`src/sv/assert_macros.svh`:
```
// Assertion helpers shared by the battery gauge RTL.
// Define ASSERT_OFF to compile every check away.
`ifndef ASSERT_MACROS_SVH
`define ASSERT_MACROS_SVH

`ifndef ASSERT_OFF

// The condition holds at every clock edge outside reset.
`define BG_ASSERT_ALWAYS(label, clk, rst_n, cond, msg) \
  label: assert property (@(posedge clk) disable iff (!rst_n) (cond)) else $error(msg);

// When ante holds, cons holds in the same cycle.
`define BG_ASSERT_IMPL(label, clk, rst_n, ante, cons, msg) \
  label: assert property (@(posedge clk) disable iff (!rst_n) (ante) |-> (cons)) else $error(msg);

// When ante holds, cons holds in the next cycle.
`define BG_ASSERT_NEXT(label, clk, rst_n, ante, cons, msg) \
  label: assert property (@(posedge clk) disable iff (!rst_n) (ante) |=> (cons)) else $error(msg);

`else

`define BG_ASSERT_ALWAYS(label, clk, rst_n, cond, msg)
`define BG_ASSERT_IMPL(label, clk, rst_n, ante, cons, msg)
`define BG_ASSERT_NEXT(label, clk, rst_n, ante, cons, msg)

`endif

`endif

```
`src/sv/bgsoc_pkg.sv`:
```
package bgsoc_pkg;

  localparam int RAW_W = 12;
  localparam int MV_W  = 15;
  localparam int PCT_W = 8;
  localparam int V_W   = 14;
  localparam int PRD_W = 24;
  localparam int SEG_W = 4;
  localparam int SPAN_W = 7;
  localparam int SPCT_W = 5;
  localparam int PNUM_W = 12;
  localparam int BPCT_W = 7;
  localparam int RATIO_W = 3;
  localparam int CURVE_N = 9;

  // Linear scaling of a raw code: code * FULL_SCALE_MV / CODE_MAX.
  localparam logic [RAW_W-1:0] FULL_SCALE_MV = 12'd3300;
  localparam logic [RAW_W-1:0] CODE_MAX      = 12'd4095;

  localparam logic [V_W-1:0]    V_SAT    = 14'd16383;
  localparam logic [BPCT_W-1:0] PCT_FULL = 7'd100;

  // Configuration register indexes.
  localparam logic CFG_CAL_EN    = 1'b0;
  localparam logic CFG_DIV_RATIO = 1'b1;

  // Discharge curve, highest voltage first.
  localparam logic [RAW_W-1:0] CURVE_MV [0:CURVE_N-1] = '{
    12'd4062, 12'd4000, 12'd3900, 12'd3800, 12'd3700,
    12'd3600, 12'd3500, 12'd3400, 12'd3300
  };
  localparam logic [BPCT_W-1:0] CURVE_PCT [0:CURVE_N-1] = '{
    7'd100, 7'd90, 7'd75, 7'd55, 7'd35, 7'd20, 7'd10, 7'd5, 7'd0
  };

  typedef logic signed [MV_W-1:0]  mv_t;
  typedef logic signed [PCT_W-1:0] pct_t;

  typedef struct packed {
    logic load;
    logic scale;
    logic acc;
    logic avg_start;
    logic empty;
    logic ratio;
    logic seg;
    logic pct_start;
    logic pct_fin;
    logic emit;
  } cmd_t;

  typedef struct packed {
    logic burst_end;
    logic count_zero;
    logic div_done;
    logic v_high;
    logic v_low;
    logic out_busy;
  } sts_t;

  // First curve point at or below v; only meaningful strictly inside the curve.
  function automatic logic [SEG_W-1:0] seg_of(input logic [V_W-1:0] v);
    logic [SEG_W-1:0] s;
    s = SEG_W'(CURVE_N - 1);
    for (int i = CURVE_N - 1; i >= 1; i--) begin
      if (v >= V_W'(CURVE_MV[SEG_W'(i)])) begin
        s = SEG_W'(i);
      end
    end
    return s;
  endfunction

  function automatic logic [SPAN_W-1:0] span_mv(input logic [SEG_W-1:0] s);
    logic [RAW_W-1:0] d;
    d = CURVE_MV[s - 1'b1] - CURVE_MV[s];
    return d[SPAN_W-1:0];
  endfunction

  function automatic logic [SPCT_W-1:0] span_pct(input logic [SEG_W-1:0] s);
    logic [BPCT_W-1:0] d;
    d = CURVE_PCT[s - 1'b1] - CURVE_PCT[s];
    return d[SPCT_W-1:0];
  endfunction

endpackage

```
`src/sv/bgsoc_if.sv`:
```
interface bgsoc_in_if;
  import bgsoc_pkg::*;

  logic             valid;
  logic             ready;
  logic [RAW_W-1:0] raw_code;
  logic [RAW_W-1:0] calibrated_mv;
  logic             read_ok;
  logic             calibration_ok;

  modport source (output valid, raw_code, calibrated_mv, read_ok, calibration_ok,
                  input ready);
  modport sink (input valid, raw_code, calibrated_mv, read_ok, calibration_ok,
                output ready);
endinterface

interface bgsoc_out_if;
  import bgsoc_pkg::*;

  logic valid;
  logic ready;
  mv_t  pack_mv;
  pct_t charge_percent;
  logic value_changed;

  modport source (output valid, pack_mv, charge_percent, value_changed,
                  input ready);
  modport sink (input valid, pack_mv, charge_percent, value_changed,
                output ready);
endinterface

```
`src/sv/bgsoc_div.sv`:
```
module bgsoc_div #(
  parameter int NUM_W = 16,
  parameter int DEN_W = 7
) (
  input  logic             clk,
  input  logic             rst_n,
  input  logic             start,
  input  logic [NUM_W-1:0] num,
  input  logic [DEN_W-1:0] den,
  output logic             done,
  output logic [NUM_W-1:0] quo
);

  localparam int CNT_W = (NUM_W > 1) ? $clog2(NUM_W) : 1;

  logic             busy_r, busy_nxt;
  logic             done_r, done_nxt;
  logic [CNT_W-1:0] cnt_r, cnt_nxt;
  logic [NUM_W-1:0] quo_r, quo_nxt;
  logic [DEN_W-1:0] rem_r, rem_nxt;
  logic [DEN_W-1:0] den_r, den_nxt;
  logic [DEN_W:0]   cand;
  logic             fits;

  // Restoring division, one quotient bit per cycle, MSB first.
  always_comb begin
    busy_nxt = busy_r;
    done_nxt = 1'b0;
    cnt_nxt  = cnt_r;
    quo_nxt  = quo_r;
    rem_nxt  = rem_r;
    den_nxt  = den_r;
    cand     = {rem_r, quo_r[NUM_W-1]};
    fits     = cand >= {1'b0, den_r};
    if (start) begin
      busy_nxt = 1'b1;
      cnt_nxt  = '0;
      quo_nxt  = num;
      rem_nxt  = '0;
      den_nxt  = den;
    end else if (busy_r) begin
      rem_nxt = fits ? DEN_W'(cand - {1'b0, den_r}) : cand[DEN_W-1:0];
      quo_nxt = {quo_r[NUM_W-2:0], fits};
      cnt_nxt = cnt_r + 1'b1;
      if (cnt_r == CNT_W'(NUM_W - 1)) begin
        busy_nxt = 1'b0;
        done_nxt = 1'b1;
      end
    end
  end

  always_ff @(posedge clk) begin
    if (!rst_n) begin
      busy_r <= 1'b0;
      done_r <= 1'b0;
      cnt_r  <= '0;
    end else begin
      busy_r <= busy_nxt;
      done_r <= done_nxt;
      cnt_r  <= cnt_nxt;
    end
    quo_r <= quo_nxt;
    rem_r <= rem_nxt;
    den_r <= den_nxt;
  end

  assign done = done_r;
  assign quo  = quo_r;

endmodule

```
`src/sv/bgsoc_dp.sv`:
```
`include "assert_macros.svh"

module bgsoc_dp #(
  parameter int SAMPLES_PER_READING = 8
) (
  input  logic                                  clk,
  input  logic                                  rst_n,
  input  bgsoc_pkg::cmd_t                       cmd,
  output bgsoc_pkg::sts_t                       sts,
  input  logic                                  cal_en,
  input  logic [bgsoc_pkg::RATIO_W-1:0]         div_ratio,
  input  logic [bgsoc_pkg::RAW_W-1:0]           raw_code,
  input  logic [bgsoc_pkg::RAW_W-1:0]           calibrated_mv,
  input  logic                                  read_ok,
  input  logic                                  calibration_ok,
  input  logic                                  out_ready,
  output logic                                  out_valid,
  output bgsoc_pkg::mv_t                        out_mv,
  output bgsoc_pkg::pct_t                       out_pct,
  output logic                                  out_changed
);
  import bgsoc_pkg::*;

  // The burst length is held to 1..16 samples.
  localparam int N     = (SAMPLES_PER_READING < 1)  ? 1  :
                         (SAMPLES_PER_READING > 16) ? 16 : SAMPLES_PER_READING;
  localparam int CNT_W = $clog2(N + 1);
  localparam int SUM_W = $clog2(N * 4095 + 1);
  localparam int NUM_W = (SUM_W > PNUM_W) ? SUM_W : PNUM_W;
  localparam int DEN_W = (CNT_W > SPAN_W) ? CNT_W : SPAN_W;

  logic [RAW_W-1:0] raw_r, raw_nxt;
  logic [RAW_W-1:0] cal_r, cal_nxt;
  logic             smp_ok_r, smp_ok_nxt;
  logic             use_cal_r, use_cal_nxt;
  logic [PRD_W-1:0] prod_r, prod_nxt;
  logic [CNT_W-1:0] idx_r, idx_nxt;
  logic [CNT_W-1:0] cnt_r, cnt_nxt;
  logic [SUM_W-1:0] sum_r, sum_nxt;
  mv_t              res_mv_r, res_mv_nxt;
  pct_t             res_pct_r, res_pct_nxt;
  logic [SEG_W-1:0] seg_r, seg_nxt;
  logic             out_valid_r, out_valid_nxt;
  mv_t              out_mv_r, out_mv_nxt;
  pct_t             out_pct_r, out_pct_nxt;
  logic             out_chg_r, out_chg_nxt;
  mv_t              last_mv_r, last_mv_nxt;
  pct_t             last_pct_r, last_pct_nxt;

  logic [RAW_W-1:0]   q0;
  logic [RAW_W:0]     r0;
  logic [RAW_W-1:0]   lin_mv;
  logic [RAW_W-1:0]   sample_mv;
  logic [V_W-1:0]     v;
  logic [SEG_W-1:0]   seg_c;
  logic [SPAN_W-1:0]  seg_dv;
  logic [SPCT_W-1:0]  seg_dp;
  logic [SPAN_W-1:0]  diff;
  logic [PNUM_W-1:0]  pnum;
  logic [MV_W-1:0]    ratio_prod;
  logic [V_W-1:0]     v_sat;
  logic               div_start;
  logic [NUM_W-1:0]   div_num;
  logic [DEN_W-1:0]   div_den;
  logic               div_done;
  logic [NUM_W-1:0]   div_quo;

  // x / 4095 for x = code * 3300 < 2^24: take x >> 12, whose remainder stays below twice
  // the divisor, then correct once.
  always_comb begin
    q0        = prod_r[PRD_W-1:RAW_W];
    r0        = {1'b0, prod_r[RAW_W-1:0]} + {1'b0, q0};
    lin_mv    = q0 + RAW_W'(r0 >= {1'b0, CODE_MAX});
    sample_mv = use_cal_r ? cal_r : lin_mv;
  end

  // Curve segment lookup on the scaled voltage, plus ratio scaling and saturation.
  always_comb begin
    v          = res_mv_r[V_W-1:0];
    seg_c      = seg_of(v);
    seg_dv     = span_mv(seg_c);
    seg_dp     = span_pct(seg_c);
    diff       = SPAN_W'(v - V_W'(CURVE_MV[seg_c]));
    pnum       = PNUM_W'(diff) * PNUM_W'(seg_dp);
    ratio_prod = MV_W'(div_quo[RAW_W-1:0]) * MV_W'(div_ratio);
    v_sat      = (ratio_prod > MV_W'(V_SAT)) ? V_SAT : ratio_prod[V_W-1:0];
  end

  // One divider serves both the burst average and the interpolation step.
  always_comb begin
    div_start = cmd.avg_start | cmd.pct_start;
    div_num   = cmd.avg_start ? NUM_W'(sum_r) : NUM_W'(pnum);
    div_den   = cmd.avg_start ? DEN_W'(cnt_r) : DEN_W'(seg_dv);
  end

  bgsoc_div #(
    .NUM_W (NUM_W),
    .DEN_W (DEN_W)
  ) u_div (
    .clk   (clk),
    .rst_n (rst_n),
    .start (div_start),
    .num   (div_num),
    .den   (div_den),
    .done  (div_done),
    .quo   (div_quo)
  );

  always_comb begin
    raw_nxt       = raw_r;
    cal_nxt       = cal_r;
    smp_ok_nxt    = smp_ok_r;
    use_cal_nxt   = use_cal_r;
    prod_nxt      = prod_r;
    idx_nxt       = idx_r;
    cnt_nxt       = cnt_r;
    sum_nxt       = sum_r;
    res_mv_nxt    = res_mv_r;
    res_pct_nxt   = res_pct_r;
    seg_nxt       = seg_r;
    out_valid_nxt = out_valid_r & ~out_ready;
    out_mv_nxt    = out_mv_r;
    out_pct_nxt   = out_pct_r;
    out_chg_nxt   = out_chg_r;
    last_mv_nxt   = last_mv_r;
    last_pct_nxt  = last_pct_r;

    if (cmd.load) begin
      raw_nxt     = raw_code;
      cal_nxt     = calibrated_mv;
      use_cal_nxt = cal_en;
      smp_ok_nxt  = read_ok & (~cal_en | calibration_ok);
    end
    if (cmd.scale) begin
      prod_nxt = PRD_W'(raw_r) * PRD_W'(FULL_SCALE_MV);
    end
    if (cmd.acc) begin
      if (smp_ok_r) begin
        sum_nxt = sum_r + SUM_W'(sample_mv);
        cnt_nxt = cnt_r + 1'b1;
      end
      if (idx_r != CNT_W'(N - 1)) begin
        idx_nxt = idx_r + 1'b1;
      end
    end
    if (cmd.empty) begin
      res_mv_nxt  = '1;
      res_pct_nxt = '1;
    end
    if (cmd.ratio) begin
      res_mv_nxt = mv_t'({1'b0, v_sat});
    end
    if (cmd.seg) begin
      seg_nxt     = seg_c;
      res_pct_nxt = v >= V_W'(CURVE_MV[0]) ? pct_t'({1'b0, PCT_FULL}) : '0;
    end
    if (cmd.pct_fin) begin
      res_pct_nxt = pct_t'({1'b0, CURVE_PCT[seg_r] + div_quo[BPCT_W-1:0]});
    end
    if (cmd.emit) begin
      out_valid_nxt = 1'b1;
      out_mv_nxt    = res_mv_r;
      out_pct_nxt   = res_pct_r;
      out_chg_nxt   = (res_mv_r != last_mv_r) || (res_pct_r != last_pct_r);
      last_mv_nxt   = res_mv_r;
      last_pct_nxt  = res_pct_r;
      idx_nxt       = '0;
      cnt_nxt       = '0;
      sum_nxt       = '0;
    end
  end

  always_ff @(posedge clk) begin
    if (!rst_n) begin
      idx_r       <= '0;
      cnt_r       <= '0;
      sum_r       <= '0;
      out_valid_r <= 1'b0;
      last_mv_r   <= '0;
      last_pct_r  <= '0;
    end else begin
      idx_r       <= idx_nxt;
      cnt_r       <= cnt_nxt;
      sum_r       <= sum_nxt;
      out_valid_r <= out_valid_nxt;
      last_mv_r   <= last_mv_nxt;
      last_pct_r  <= last_pct_nxt;
    end
    raw_r     <= raw_nxt;
    cal_r     <= cal_nxt;
    smp_ok_r  <= smp_ok_nxt;
    use_cal_r <= use_cal_nxt;
    prod_r    <= prod_nxt;
    res_mv_r  <= res_mv_nxt;
    res_pct_r <= res_pct_nxt;
    seg_r     <= seg_nxt;
    out_mv_r  <= out_mv_nxt;
    out_pct_r <= out_pct_nxt;
    out_chg_r <= out_chg_nxt;
  end

  always_comb begin
    sts.burst_end  = idx_r == CNT_W'(N - 1);
    sts.count_zero = cnt_r == '0;
    sts.div_done   = div_done;
    sts.v_high     = v >= V_W'(CURVE_MV[0]);
    sts.v_low      = v <= V_W'(CURVE_MV[CURVE_N-1]);
    sts.out_busy   = out_valid_r & ~out_ready;
  end

  assign out_valid   = out_valid_r;
  assign out_mv      = out_mv_r;
  assign out_pct     = out_pct_r;
  assign out_changed = out_chg_r;

  `BG_ASSERT_ALWAYS(a_idx_range, clk, rst_n, idx_r <= CNT_W'(N - 1), "burst index past end")
  `BG_ASSERT_ALWAYS(a_cnt_bound, clk, rst_n, (CNT_W+1)'(cnt_r) <= (CNT_W+1)'(idx_r) + 1'b1, "valid count exceeds samples")
  `BG_ASSERT_NEXT(a_emit_loads, clk, rst_n, cmd.emit, out_valid_r, "emitted result not presented")

endmodule

```
`src/sv/bgsoc_ctrl.sv`:
```
`include "assert_macros.svh"

module bgsoc_ctrl (
  input  logic            clk,
  input  logic            rst_n,
  input  logic            in_valid,
  output logic            in_ready,
  input  bgsoc_pkg::sts_t sts,
  output bgsoc_pkg::cmd_t cmd
);
  import bgsoc_pkg::*;

  localparam logic [2:0] ST_IDLE     = 3'd0;
  localparam logic [2:0] ST_SCALE    = 3'd1;
  localparam logic [2:0] ST_ACC      = 3'd2;
  localparam logic [2:0] ST_AVG      = 3'd3;
  localparam logic [2:0] ST_AVG_WAIT = 3'd4;
  localparam logic [2:0] ST_SEG      = 3'd5;
  localparam logic [2:0] ST_PCT_WAIT = 3'd6;
  localparam logic [2:0] ST_EMIT     = 3'd7;

  logic [2:0] state_r, state_nxt;

  always_comb begin
    cmd       = '0;
    state_nxt = state_r;
    unique case (state_r)
      ST_IDLE: begin
        if (in_valid) begin
          cmd.load  = 1'b1;
          state_nxt = ST_SCALE;
        end
      end
      ST_SCALE: begin
        cmd.scale = 1'b1;
        state_nxt = ST_ACC;
      end
      ST_ACC: begin
        cmd.acc   = 1'b1;
        state_nxt = sts.burst_end ? ST_AVG : ST_IDLE;
      end
      ST_AVG: begin
        if (sts.count_zero) begin
          cmd.empty = 1'b1;
          state_nxt = ST_EMIT;
        end else begin
          cmd.avg_start = 1'b1;
          state_nxt     = ST_AVG_WAIT;
        end
      end
      ST_AVG_WAIT: begin
        if (sts.div_done) begin
          cmd.ratio = 1'b1;
          state_nxt = ST_SEG;
        end
      end
      ST_SEG: begin
        cmd.seg = 1'b1;
        if (!sts.v_high && !sts.v_low) begin
          cmd.pct_start = 1'b1;
          state_nxt     = ST_PCT_WAIT;
        end else begin
          state_nxt = ST_EMIT;
        end
      end
      ST_PCT_WAIT: begin
        if (sts.div_done) begin
          cmd.pct_fin = 1'b1;
          state_nxt   = ST_EMIT;
        end
      end
      ST_EMIT: begin
        if (!sts.out_busy) begin
          cmd.emit  = 1'b1;
          state_nxt = ST_IDLE;
        end
      end
      default: begin
        state_nxt = ST_IDLE;
      end
    endcase
  end

  always_ff @(posedge clk) begin
    if (!rst_n) begin
      state_r <= ST_IDLE;
    end else begin
      state_r <= state_nxt;
    end
  end

  assign in_ready = state_r == ST_IDLE;

  `BG_ASSERT_NEXT(a_load_scales, clk, rst_n, cmd.load, state_r == ST_SCALE, "accepted beat not scaled")
  `BG_ASSERT_IMPL(a_done_awaited, clk, rst_n, sts.div_done, state_r == ST_AVG_WAIT || state_r == ST_PCT_WAIT, "divider finished unexpectedly")
  `BG_ASSERT_IMPL(a_emit_free, clk, rst_n, cmd.emit, !sts.out_busy, "result overwrote waiting beat")

endmodule

```
`src/sv/battery_gauge_average_and_soc_unit.sv`:
```
// Battery gauge: each input beat is one converter sample; after every
// SAMPLES_PER_READING samples the unit emits one result beat with the average
// battery voltage (scaled by the divider ratio, saturated at 16383 mV), the
// state of charge from a nine-point discharge curve, and a flag telling
// whether either value differs from the previous result. A sample counts
// only when read_ok is set and, with calibration enabled, calibration_ok is
// set too; a burst without a single good sample reports -1 for both values.
// Samples are taken one at a time: an ordinary beat passes through three
// steps (accept, scale by 3300, divide by 4095 and accumulate). The beat
// that closes a burst additionally runs the shared bit-serial divider up to
// twice, once for the average and once for the curve interpolation; the
// divider is as wide as the burst sum, and at least 12 bits.
// A finished result waits in an output register, so a new sample is accepted
// while the previous result has not yet been taken.
module battery_gauge_average_and_soc_unit #(
  parameter int SAMPLES_PER_READING = 8
) (
  input  logic                              clk,
  input  logic                              rst_n,
  bgsoc_in_if.sink                          in_ch,
  bgsoc_out_if.source                       out_ch,
  input  logic                              cfg_we,
  input  logic                              cfg_index,
  input  logic [bgsoc_pkg::RATIO_W-1:0]     cfg_wdata
);
  import bgsoc_pkg::*;

  // Configuration registers. The user must see that they are only written while the unit
  // is idle, so the datapath can sample them directly; the block itself does not enforce it.
  logic               cal_en_r, cal_en_nxt;
  logic [RATIO_W-1:0] div_ratio_r, div_ratio_nxt;

  cmd_t cmd;
  sts_t sts;
  logic in_ready;

  always_comb begin
    cal_en_nxt    = cal_en_r;
    div_ratio_nxt = div_ratio_r;
    if (cfg_we) begin
      unique case (cfg_index)
        CFG_CAL_EN:    cal_en_nxt    = cfg_wdata[0];
        CFG_DIV_RATIO: div_ratio_nxt = cfg_wdata;
      endcase
    end
  end

  always_ff @(posedge clk) begin
    if (!rst_n) begin
      cal_en_r    <= 1'b0;
      div_ratio_r <= RATIO_W'(2);
    end else begin
      cal_en_r    <= cal_en_nxt;
      div_ratio_r <= div_ratio_nxt;
    end
  end

  // The controller sequences each beat; the datapath holds the sample,
  // the burst accumulators, the shared divider and the output register.
  bgsoc_ctrl u_ctrl (
    .clk      (clk),
    .rst_n    (rst_n),
    .in_valid (in_ch.valid),
    .in_ready (in_ready),
    .sts      (sts),
    .cmd      (cmd)
  );

  bgsoc_dp #(
    .SAMPLES_PER_READING (SAMPLES_PER_READING)
  ) u_dp (
    .clk            (clk),
    .rst_n          (rst_n),
    .cmd            (cmd),
    .sts            (sts),
    .cal_en         (cal_en_r),
    .div_ratio      (div_ratio_r),
    .raw_code       (in_ch.raw_code),
    .calibrated_mv  (in_ch.calibrated_mv),
    .read_ok        (in_ch.read_ok),
    .calibration_ok (in_ch.calibration_ok),
    .out_ready      (out_ch.ready),
    .out_valid      (out_ch.valid),
    .out_mv         (out_ch.pack_mv),
    .out_pct        (out_ch.charge_percent),
    .out_changed    (out_ch.value_changed)
  );

  assign in_ch.ready = in_ready;

endmodule

```
`src/flat_wrapper.sv`:
```
// flat-port wrapper written by rule: the top's interface ports become plain ports
module battery_gauge_average_and_soc_unit_flat import bgsoc_pkg::*;
#(
  parameter int SAMPLES_PER_READING = 8
)
  (clk, rst_n, cfg_we, cfg_index, cfg_wdata, in_ch_valid, in_ch_raw_code, in_ch_calibrated_mv, in_ch_read_ok, in_ch_calibration_ok, in_ch_ready, out_ch_valid, out_ch_pack_mv, out_ch_charge_percent, out_ch_value_changed, out_ch_ready);
  bgsoc_in_if in_ch_i ();
  bgsoc_out_if out_ch_i ();
  input  logic clk;
  input  logic rst_n;
  input  logic cfg_we;
  input  logic cfg_index;
  input  logic [bgsoc_pkg::RATIO_W-1:0] cfg_wdata;
  input wire logic [$bits(in_ch_i.valid)-1:0] in_ch_valid;
  input wire logic [$bits(in_ch_i.raw_code)-1:0] in_ch_raw_code;
  input wire logic [$bits(in_ch_i.calibrated_mv)-1:0] in_ch_calibrated_mv;
  input wire logic [$bits(in_ch_i.read_ok)-1:0] in_ch_read_ok;
  input wire logic [$bits(in_ch_i.calibration_ok)-1:0] in_ch_calibration_ok;
  output wire logic [$bits(in_ch_i.ready)-1:0] in_ch_ready;
  output wire logic [$bits(out_ch_i.valid)-1:0] out_ch_valid;
  output wire logic [$bits(out_ch_i.pack_mv)-1:0] out_ch_pack_mv;
  output wire logic [$bits(out_ch_i.charge_percent)-1:0] out_ch_charge_percent;
  output wire logic [$bits(out_ch_i.value_changed)-1:0] out_ch_value_changed;
  input wire logic [$bits(out_ch_i.ready)-1:0] out_ch_ready;
  assign in_ch_i.valid = in_ch_valid;
  assign in_ch_i.raw_code = in_ch_raw_code;
  assign in_ch_i.calibrated_mv = in_ch_calibrated_mv;
  assign in_ch_i.read_ok = in_ch_read_ok;
  assign in_ch_i.calibration_ok = in_ch_calibration_ok;
  assign in_ch_ready = in_ch_i.ready;
  assign out_ch_valid = out_ch_i.valid;
  assign out_ch_pack_mv = out_ch_i.pack_mv;
  assign out_ch_charge_percent = out_ch_i.charge_percent;
  assign out_ch_value_changed = out_ch_i.value_changed;
  assign out_ch_i.ready = out_ch_ready;
  battery_gauge_average_and_soc_unit #(.SAMPLES_PER_READING(SAMPLES_PER_READING)) u_core (.clk(clk), .rst_n(rst_n), .in_ch(in_ch_i), .out_ch(out_ch_i), .cfg_we(cfg_we), .cfg_index(cfg_index), .cfg_wdata(cfg_wdata));
endmodule
```
`config.mk`:
```
export PLATFORM = sky130hd
export DESIGN_NAME = battery_gauge_average_and_soc_unit_flat
export DESIGN_NICKNAME = d
export VERILOG_FILES = /design/src/sv/bgsoc_pkg.sv /design/src/sv/bgsoc_if.sv /design/src/sv/bgsoc_div.sv /design/src/sv/bgsoc_dp.sv /design/src/sv/bgsoc_ctrl.sv /design/src/sv/battery_gauge_average_and_soc_unit.sv /design/src/flat_wrapper.sv
export VERILOG_INCLUDE_DIRS = /design/src /design/src/sv
export SDC_FILE = /design/constraint.sdc
export NUM_CORES = 1
export LEC_CHECK = 0
export BUFFER_PORTS_ARGS = -buffer_cell sky130_fd_sc_hd__clkbuf_2
export CAP_MARGIN = 10
export CORE_MARGIN = 2
export CORE_UTILIZATION = 30
export CTS_CLUSTER_SIZE = 10
export DETAILED_ROUTE_END_ITERATION = 12
export MAX_ROUTING_LAYER = met4
export PLACE_DENSITY_LB_ADDON = 0.25
export SYNTH_ARGS = -nofsm -noshare
export SYNTH_HDL_FRONTEND = slang
export SYNTH_HIERARCHICAL = 1
export SYNTH_SLANG_ARGS = --single-unit
```
`constraint.sdc`:
```
create_clock -name clk -period 15.7 [get_ports clk]
set_input_delay 0.785 -clock clk [delete_from_list [all_inputs] [get_ports clk]]
set_output_delay 0.785 -clock clk [all_outputs]
set_load 0.01 [all_outputs]
```
==> results of run 1 <==
==> cell usage after synthesis (19+ instances only) <==
library cell,count,area (um2)
ha_1,170,2130
inv_1,154,578
edfxtp_1,119,3570
nand2_1,105,394
nor2_1,101,379
dfxtp_1,69,1380
fa_1,64,1280
a21oi_1,62,310
xnor2_1,62,543
o21ai_0,60,300
xor2_1,45,394
nor2b_1,40,250
a21o_1,34,255
mux2i_1,33,330
clkbuf_1,27,101
mux2_2,22,248
nor3_1,20,100
nand2b_1,19,119
==> layout make-up <==
class                   count  area (um2)
inverters                 154         578
clock inverters            15         190
repair buffers             68         360
clock buffers              17         425
flip-flops and latches    188        4950
well taps                 615         769
multi-input cells        1060        8710
diodes                      1        2.50
fillers                  4810       31700
==> state kept, by name, indices dropped and copies added (netlist names), 4 cells and up <==
name and count:
u_core/u_dp/prod_r 22, u_core/u_dp/last_mv_r 15, u_core/u_dp/out_mv 15, u_core/u_dp/res_mv_r 15
u_core/u_dp/sum_r 15, u_core/u_dp/u_div/quo 15, u_core/u_dp/cal_r 12, u_core/u_dp/raw_r 12
u_core/u_dp/last_pct_r 8, u_core/u_dp/out_pct 8, u_core/u_dp/res_pct_r 8, u_core/u_dp/u_div/den_r 7
u_core/u_dp/u_div/rem_r 7, u_core/u_dp/cnt_r 4, u_core/u_dp/idx_r 4, u_core/u_dp/seg_r 4
u_core/u_dp/u_div/cnt_r 4
==> logic make-up after synthesis <==
group                      Yosys count  synth area share
and+or+nand+nor                    398             0.136
AOI/OAI and AO/OA                  266             0.125
adders and majority gates          234             0.236
buffers and inverters              199            0.0547
DFF                                188             0.343
xor gates and xnor gates           107            0.0649
muxes                               55            0.0400
==> worst max-delay path, delay by kind of cell (launching register included) <==
family	cells	cell delay, ns
adder cells (fa/ha/maj)	7	2.90
XOR/XNOR	2	0.25
flip-flops	1	0.60
AND/OR/NAND/NOR	6	0.92
buffers and inverters	2	0.13
multiplexers	2	0.50
AO/OA/AOI/OAI	11	1.96
==> power by group through the flow <==
stage / clock network [mW] / logic [mW] / registers (mW)
floorplan: 0 / 1.44 / 0.747
global placement: 0 / 1.73 / 0.787
detailed placement: 0 / 1.75 / 0.788
CTS: 0.471 / 1.77 / 0.776
global route: 0.487 / 2.03 / 0.785
finish: 0.451 / 1.76 / 0.774
==> per-stage QoR <==
stage          hold WS [ns]  instance area (um2)  worst slack, ns   util
5_1_grt               0.464                16000             7.53  0.336
4_1_cts               0.464                16000             8.13  0.336
3_3_place_gp          0.473                15400             8.27  0.323
2_1_floorplan         0.421                14400             8.82      -
6_report              0.489                16000             8.13  0.336
3_5_place_dp          0.476                15400             8.20  0.323
==> path summary, 6_finish.rpt <==
path	slack [ns]	endpoint	depth (start not counted)
setup / recovery	8.13	u_core/u_dp/u_div/quo[11]	30
hold reg to reg	0.49	u_core/u_dp/sum_r[7]	2
setup reg to reg	8.13	u_core/u_dp/u_div/quo[11]	30
hold / removal	0.49	u_core/u_dp/sum_r[7]	2
==> layer usage <==
metal  share of wire  GRT usage
met1            0.47      0.170
met2            0.49      0.229
met3           0.030     0.0261
met4           0.014     0.0374
met5               0          -
==> cells in the final DEF, fill, tap and decap left out, drive strengths merged, types with 5 or more instances in the layout <==
master,count
nor2,101
a211o,5
edfxtp,119
or2,18
a21oi,63
dfxtp,69
clkbuf,77
o31ai,10
or3,11
nand4,13
nand2b,19
clkinv,7
a31oi,13
xnor2,62
o21bai,13
and3,8
buf,8
a211oi,14
xor2,45
ha,170
o21ai,61
a41oi,6
nor2b,40
a21o,34
inv,161
nor4,7
mux2i,33
mux2,22
fa,64
nor3b,14
nand3,19
and2,19
o21a,11
nand2,105
nor3,20
==> results.md, run 1 <==
- Status: finished clean
- Post-synth EDFFs: 119
- Die ar.: 49900 um2
- Worst rel slew slack: 0.386
- Post-synthesis sequential area ratio: 0.343
- Fin Clk Skew: 0.0138 ns
- Reg clk slew, reported paths: around 0.09 ns
- Worst Hold Class: reg2reg
- RePlAce Congestion: approximately 0.86
- # Post-CTS Setup Buffers: 0
- Clk pwr share: 0.151
- Critical path data required time: ~16 ns
- Drt initial violations: roughly 600
- Vias in the first global route: around 10000
- Leakage: 6.72 nW
- First-pass GRT wire length: ~53 mm
- Post-CTS sizing: 0
- PortBufs: 60
- # setup viols final: 0
- IR drop worst, VDD: 0.000154 V
- Residual DRC: 0
- Most frequent CP cell: fa_1
- Die outline width: 223 um
- Reg2reg start: u_core/u_dp/res_mv_r[3]
- Core area: around 48000 um2
- Chip height: about 220 um
- Crit-path max FO: 11
- Final Hold Viols: 0
- H-tree depth: 4
- Critical path startpoint: u_core/u_dp/res_mv_r[3]
- Antenna-violating nets left: 0
- Synth Register Bits: 188
- I/O pins: 61
- Crit path capture type: register
- PD cells: ~190 nW/um2
- P_int: about 1.7 mW
- Synth Flop Type: edfxtp_1
- CP Launch Type: register
- Drt first pass iters: 4
- Routed vias/inst: approximately 4.8
- Gr usage total: 0.137
- Clk root buf: clkbuf_16
- Cells after Synth: ~1400
- Unrepaired setup endpoints after global routing: false
- Fmax: between 100 and 150 MHz
- Combinational power share: 0.589
- HPWL after detailed placement: ~25 mm
- Final WL: around 32 mm
- Avg Inst Size Synth: between 9 and 10 um2
- Cells after DPL: around 2100
- Net count after synthesis: around 1700
- Nets: between 1500 and 2000
- FFs w/ async S/R, synth: 0
- Gr ovfl total: 0
- Max Cap Violations: 0
- Layout cells sized above 1: 0.107
- Largest net degree at the start of global routing: 50
- Switch Pwr: roughly 1.3 mW
- Tmin final: approximately 7.6 ns
- Final worst path period share: 0.482
- Initial core utilization: 0.303
- Initial antenna violation count: 1
- TritonCTS Buffers: 17
- Final Max Slew Viols: 0
- TNS Setup: 0 ns
- Yosys warnings: 6
- Mapped Area: roughly 14000 um2
- Sequential power share: 0.259
- Area growth, synth to finish: 10.7%
- Total power: 2.98 mW
- Final std cells w/o fill: about 2100
- Row cnt: 80
- Clock sinks: ~190
- Hold_buf cts: 0
- Max stage delay cell, worst path: edfxtp_1
- Crit Path Class: reg2reg
- Critical hold path startpoint: u_core/u_dp/sum_r[7]
- Slew @ Worst Pin: around 0.91 ns
- Clock Path Buffers: 2
- Crit path DAT: 7.79 ns
- Post-synthesis cell type count: 72
- WL/cell: 15.2 um
- Sw Ratio: 0.424
- Max incr delay on CP: 0.60 ns
- Skew-Pair Late Insertion Delay: 0.47 ns
- Vias: about 10000
- CTS tree: yes
Note: power is estimated with default switching activity, not from simulation.
==> inputs of run 2 (changes only) <==
==> constraint.sdc (replaced) <==
create_clock -name clk -period 6.6 [get_ports clk]
set_input_delay 0.33 -clock clk [delete_from_list [all_inputs] [get_ports clk]]
set_output_delay 0.33 -clock clk [all_outputs]
set_load 0.01 [all_outputs]
==> results.md, run 2 (synthesis gave the netlist of run 1 again) <==
- PortBufs: 60
- Number of flip-flops under the largest register name: 22
- Initial antenna violation count: 0
- HPWL after detailed placement: about 26 mm
- Critical hold path startpoint: in_ch_raw_code[5]
- Commonest non-fill, non-tap cell in the layout: ha_1
- Gr ovfl total: 0
- Crit path capture type: register
- PnR worst setup slack: -0.0468 ns
- Clock sinks: between 150 and 200
- Area of the multi-input gates: 9010 um2
- Unrepaired setup endpoints after global routing: true
- Reg2reg path depth: 30
- RR Endpoint: u_core/u_dp/u_div/quo[10]
- Slew @ Worst Pin: 0.935 ns
- Leakage: 7.20 nW
- Worst Hold Class: in2reg
- IR drop worst, VDD: about 0.00038 V
- RePlAce Congestion: roughly 0.87
- Combinational power share: 0.603
- Antenna-violating nets left: 0
- Drt initial violations: just under 500
- Initial core utilization: 0.303
- Fin Clk Skew: between 0.01 and 0.015 ns
- Drt first pass iters: 5
- Max stage delay cell, worst path: fa_1
- Nets: approximately 1900
- H-tree depth: 4
- Most frequent cells in the layout: ha_1 (162), inv_1 (151), edfxtp_1 (119), nand2_1 (104), buf_4 (104)
- Final WL: about 33 mm
- Clk root buf: clkbuf_16
- Hold_buf cts: 0
- Largest net degree at the start of global routing: 50
- Layout cells sized above 1: 0.187
- PD cells: about 430 nW/um2
- Register Area: 4950 um2
- CP Launch Type: register
- Reg2reg start: u_core/u_dp/res_mv_r[4]
- Routed vias/inst: approximately 4.7
- Vias: between 10000 and 15000
- Chip height: 223 um
- Clk pwr share: 0.143
- Switch Pwr: roughly 3 mW
- WL/cell: ~15 um
- Sw Ratio: 0.415
- Crit-path max FO: 4
- Final worst path period share: 1.01
- Most frequent CP cell: fa_1
- Final Max Slew Viols: 0
- CTS tree: yes
- Max Cap Violations: 0
- Fillers: 4783
- Final Hold Viols: 0
- Hold Crit Endpoint: u_core/u_dp/raw_r[5]
- Die outline width: roughly 220 um
- Failing checks: setup timing
- I/O pins: 61
- # setup viols final: 1
- Sequential power share: 0.253
- Crit path DAT: 6.86 ns
- Status: finished, violations left
- Vias in the first global route: 10500
- Row cnt: 80
- Die ar.: between 40000 and 50000 um2
- TNS Setup: -0.0468 ns
- Crit Path Class: reg2reg
- Fin Hold WS: 0.0419 ns
- P_int: around 4.2 mW
- First-pass GRT wire length: around 54 mm
- Max incr delay on CP: between 0.5 and 0.6 ns
- Top reg by flops: u_core/u_dp/prod_r
- Gr usage total: 0.140
- Fmax: approximately 150 MHz
- Residual DRC: 0
- Clock Path Buffers: 2
- Reg clk slew, reported paths: 0.08 ns
- R2R setup slack: -0.05 ns
- Critical path data required time: ~6.8 ns
- Core area: ~48000 um2
- Area growth, synth to finish: 17.7%
- Skew-Pair Late Insertion Delay: approximately 0.47 ns
- TritonCTS Buffers: 17
- Worst rel slew slack: 0.372
- Tmin final: 6.65 ns
- WHS Path Cells: 1
[run 2: timing repair]
action,in CTS,in global routing
buffers inserted,11,8
pin swaps,27,32
gates resized for setup,24,34
setup endpoints to repair,4,7
[run 2: area by class of cell]
class,instances,share of cell area
Antenna cell,1,0.000147
Clock buffer,20,0.0269
Clock inverter,12,0.00729
Inverter,154,0.0340
Multi-Input combinational cell,1060,0.530
Sequential cell,188,0.291
Tap cell,615,0.0453
Timing Repair Buffer,166,0.0649
[run 2: how the worst max path moves through the flow]
stage / to / slack [ns] / from
2_1_floorplan: u_core/u_dp/u_div/quo[10] / 0.005 / u_core/u_dp/res_mv_r[3]
3_3_place_gp: u_core/u_dp/u_div/quo[10] / -0.19 / u_core/u_dp/res_mv_r[3]
3_5_place_dp: u_core/u_dp/u_div/quo[11] / -0.31 / u_core/u_dp/res_mv_r[3]
4_1_cts: u_core/u_dp/u_div/quo[10] / -0.0005 / u_core/u_dp/res_mv_r[3]
5_1_grt: u_core/u_dp/u_div/quo[10] / -0.33 / u_core/u_dp/res_mv_r[4]
6_report: u_core/u_dp/u_div/quo[10] / -0.05 / u_core/u_dp/res_mv_r[4]
[run 2: stage by stage]
step,utilization,std cells,power [mW],setup slack (ns),instance area (um2)
final,0.357,2216,7.26,-0.0468,17000
after global routing,0.357,2215,8.04,-0.325,17000
after CTS,0.353,2207,7.29,-0.000489,16800
after detailed placement,0.336,2164,6.15,-0.313,16000
after global placement,0.336,2164,6.13,-0.185,16000
after floorplan,-,1447,5.22,0.00475,14500
[run 2: critical path: cells and delay by family (launching register included)]
family / cells / cell delay [ns]
flops: 1 / 0.43
xor+xnor: 2 / 0.27
simple gates: 7 / 1.14
compound gates: 10 / 1.46
fa+ha+maj: 7 / 2.57
buf+inv: 3 / 0.25
mux: 1 / 0.27
[run 2: power by group through the flow]
stage          clock [mW]  sequential (mW)  combinational [mW]
6_report             1.04             1.84                4.38
5_1_grt              1.13             1.86                5.05
4_1_cts              1.08             1.84                4.37
3_5_place_dp            0             1.87                4.28
3_3_place_gp            0             1.86                4.26
2_1_floorplan           0             1.78                3.45
[run 2: per-layer routing]
layer,track usage,part of all wire,vias to the layer above,routed length (um)
met4,0.0417,0.020,0,648
li1,-,-,5314,-
met2,0.241,0.49,134,16200
met3,0.0250,0.028,39,918
met1,0.168,0.46,4896,15100
met5,-,0,-,0
==> inputs of run 3 (changes only) <==
--- a/config.mk
+++ b/config.mk
@@ -6,6 +6,7 @@
 export SDC_FILE = /design/constraint.sdc
 export NUM_CORES = 1
 export LEC_CHECK = 0
+export ABC_AREA = 1
 export BUFFER_PORTS_ARGS = -buffer_cell sky130_fd_sc_hd__clkbuf_2
 export CAP_MARGIN = 10
 export CORE_MARGIN = 2
==> results.md, run 3 <==
- Status: finished clean
- Core area: about 50000 um2
- M3 GR Usage: 0.0284
- Max stage delay cell, worst path: fa_1
- Antenna-violating nets left: 0
- Synth top area share: 0.241
- CTS tree: yes
- Vias in the first global route: 11800
- IR drop worst, VDD: ~0.00075 V
- Cell area after placement: between 15000 and 20000 um2
- Most frequent CP cell: nand2_1
- Clock Path Buffers: 2
- Top reg by flops: u_core/u_dp/prod_r
- Net count after synthesis: 2064
- Worst rel slew slack: 0.240
- PD cells: about 450 nW/um2
- Reg2reg start: u_core/u_dp/res_mv_r[7]
- Reg clk slew, reported paths: 0.08 ns
- Final WL: 36.5 mm
- Commonest non-fill, non-tap cell in the layout: nand2_1
- Final Max Slew Viols: 0
- H-tree depth: 4
- Post-synthesis cell type count: 59
- R2R setup slack: 0.31 ns
- P_int: 4.07 mW
- Most congested layer reported by global routing: met2
- RR Endpoint: u_core/u_dp/u_div/quo[9]
- # setup viols final: 0
- Clk pwr share: 0.135
- Synth top cells by count: nand2_1 (384), inv_1 (270), ha_1 (170)
- Critical path startpoint: u_core/u_dp/res_mv_r[7]
- Leakage: roughly 8 nW
- Total power: between 7 and 8 mW
- Count leader, synth: nand2_1
- Largest net degree at the start of global routing: 63
- Layout cells sized above 1: 0.125
- Synth Register Bits: between 150 and 200
- Register Area: just under 5000 um2
- First-pass GRT wire length: 60.0 mm
- Combinational power share: 0.636
- Final Instance Area: between 15000 and 20000 um2
- Final Hold Viols: 0
- Drt first pass iters: 5
- Sequential power share: 0.229
- Crit Path Class: reg2reg
- Most frequent cells in the layout: nand2_1 (380), inv_1 (268), ha_1 (164), nor2_1 (151), edfxtp_1 (119)
- Row cnt: 81
- HPWL after detailed placement: 29.1 mm
- Pre-CTS WS: -0.00641 ns
- Tmin final: 6.29 ns
- Die outline width: around 230 um
- Nets: roughly 2200
- Chip height: ~230 um
- Max incr delay on CP: about 0.57 ns
- Crit path capture: u_core/u_dp/u_div/quo[9]
- TritonCTS Buffers: 17
- CP Launch Type: register
- PortBufs: 60
- Residual DRC: 0
- Global Route met2 Usage: 0.252
- Gr ovfl total: 0
- Clk root buf: clkbuf_16
- Number of flip-flops under the largest register name: 22
- Initial core utilization: 0.303
- Avg Inst Size Synth: ~8.3 um2
- FFs w/ async S/R, synth: 0
- Skew-Pair Late Insertion Delay: roughly 0.49 ns
- Cells after Synth: 1795
- Critical path data required time: about 6.9 ns
- Gr usage total: 0.154
- Clock sinks: 188
- PnR worst setup slack: 0.311 ns
- Fillers: just over 5000
- Vias: between 10000 and 15000
- Final worst path period share: 0.953
- Die ar.: roughly 51000 um2
- Fin Clk Skew: 0.0133 ns
- Met1 Usage GRT: 0.190
- Post-synthesis sequential area ratio: 0.334
- Area of the multi-input gates: just under 9000 um2
- Crit-path max FO: 8
- Synth top area cells: edfxtp_1 (24%), ha_1 (14%), nand2_1 (9.7%)
- Max Cap Violations: 0
- Antenna Cells: 0
- Sw Ratio: 0.472
- Post-synth EDFFs: roughly 120
- Fmax: 159 MHz
- Drt initial violations: roughly 680
- Crit path capture type: register
- Crit path DAT: 6.54 ns
- Fin util: 0.348
- I/O pins: between 60 and 70
- Area growth, synth to finish: 14.7%
- Reg2reg path depth: 28
- Area leader, netlist: edfxtp_1
- Routed vias/inst: about 4.6
- WL/cell: between 10 and 15 um
- Yosys warnings: 6
- RePlAce Congestion: ~0.87
- Synth Flop Type: edfxtp_1
- Switch Pwr: 3.63 mW
- Mapped Area: 14900 um2
- Initial antenna violation count: 0
- Slew @ Worst Pin: approximately 1.1 ns
- Worst Hold Class: in2reg
run 3: through the flow:
stage | std cells | TNS, ns | hold slack (ns)
2_1_floorplan | 1795 | 0 | 0.414
3_3_place_gp | 2512 | 0 | 0.460
3_5_place_dp | 2512 | -0.00641 | 0.466
4_1_cts | 2569 | 0 | 0.0152
5_1_grt | 2582 | -0.0857 | 0.0480
6_report | 2582 | 0 | 0.0524
run 3: timing repair:
| action | CTS | global route |
|---|---|---|
| pin swaps | 1 | 9 |
| buffers inserted | 1 | 13 |
| hold buffers | 24 | 0 |
| endpoints found under the hold margin | 24 | 0 |
| endpoints found under the setup margin | 4 | 7 |
| gates resized for setup | 0 | 28 |
run 3: worst min path at each step:
stage | to | cells after the start | slack, ns | from
after floorplan | u_core/div_ratio_r[1] | 1 | 0.41 | rst_n
after global placement | u_core/u_dp/u_div/rem_r[2] | 2 | 0.46 | u_core/u_dp/u_div/rem_r[2]
after detailed placement | u_core/u_dp/u_div/rem_r[2] | 2 | 0.47 | u_core/u_dp/u_div/rem_r[2]
after CTS | u_core/div_ratio_r[1] | 3 | 0.02 | cfg_wdata[1]
after global routing | u_core/div_ratio_r[1] | 3 | 0.05 | cfg_wdata[1]
final | u_core/div_ratio_r[1] | 3 | 0.05 | cfg_wdata[1]
run 3: cell type report:
cell class | count | area share
Timing Repair Buffer | 118 | 0.0467
Clock buffer | 17 | 0.0250
Clock inverter | 15 | 0.00881
Tap cell | 664 | 0.0487
Inverter | 288 | 0.0638
Sequential cell | 188 | 0.291
Multi-Input combinational cell | 1292 | 0.516
run 3: cells by family after synthesis:
family,share of synthesized area
AND/OR/NAND/NOR,0.218
buffers and inverters,0.0823
AO/OA/AOI/OAI,0.0975
adder cells (fa/ha/maj),0.229
flip-flops,0.334
XOR/XNOR,0.0389
multiplexers,0.000674
run 3: metal layers:
metal / share of wire / vias to the layer above
met1: 0.46 / 5547
met4: 0.024 / 0
met2: 0.48 / 162
met3: 0.030 / 40
li1: - / 6093
met5: 0 / -
run 3: power groups by stage:
stage	Clock, mW	Sequential [mW]	Combinational (mW)
4_1_cts	1.09	1.77	4.85
6_report	1.04	1.76	4.90
5_1_grt	1.12	1.78	5.66
3_5_place_dp	0	1.79	4.80
3_3_place_gp	0	1.79	4.76
2_1_floorplan	0	1.70	3.63
run 3: critical path: cells and delay by family, from the launching register on:
kind / cells / cell delay, ns
and+or+nand+nor: 14 / 1.77
AOI/OAI and AO/OA: 3 / 0.58
DFF: 1 / 0.52
adders and majority gates: 7 / 2.82
buffers and inverters: 4 / 0.36
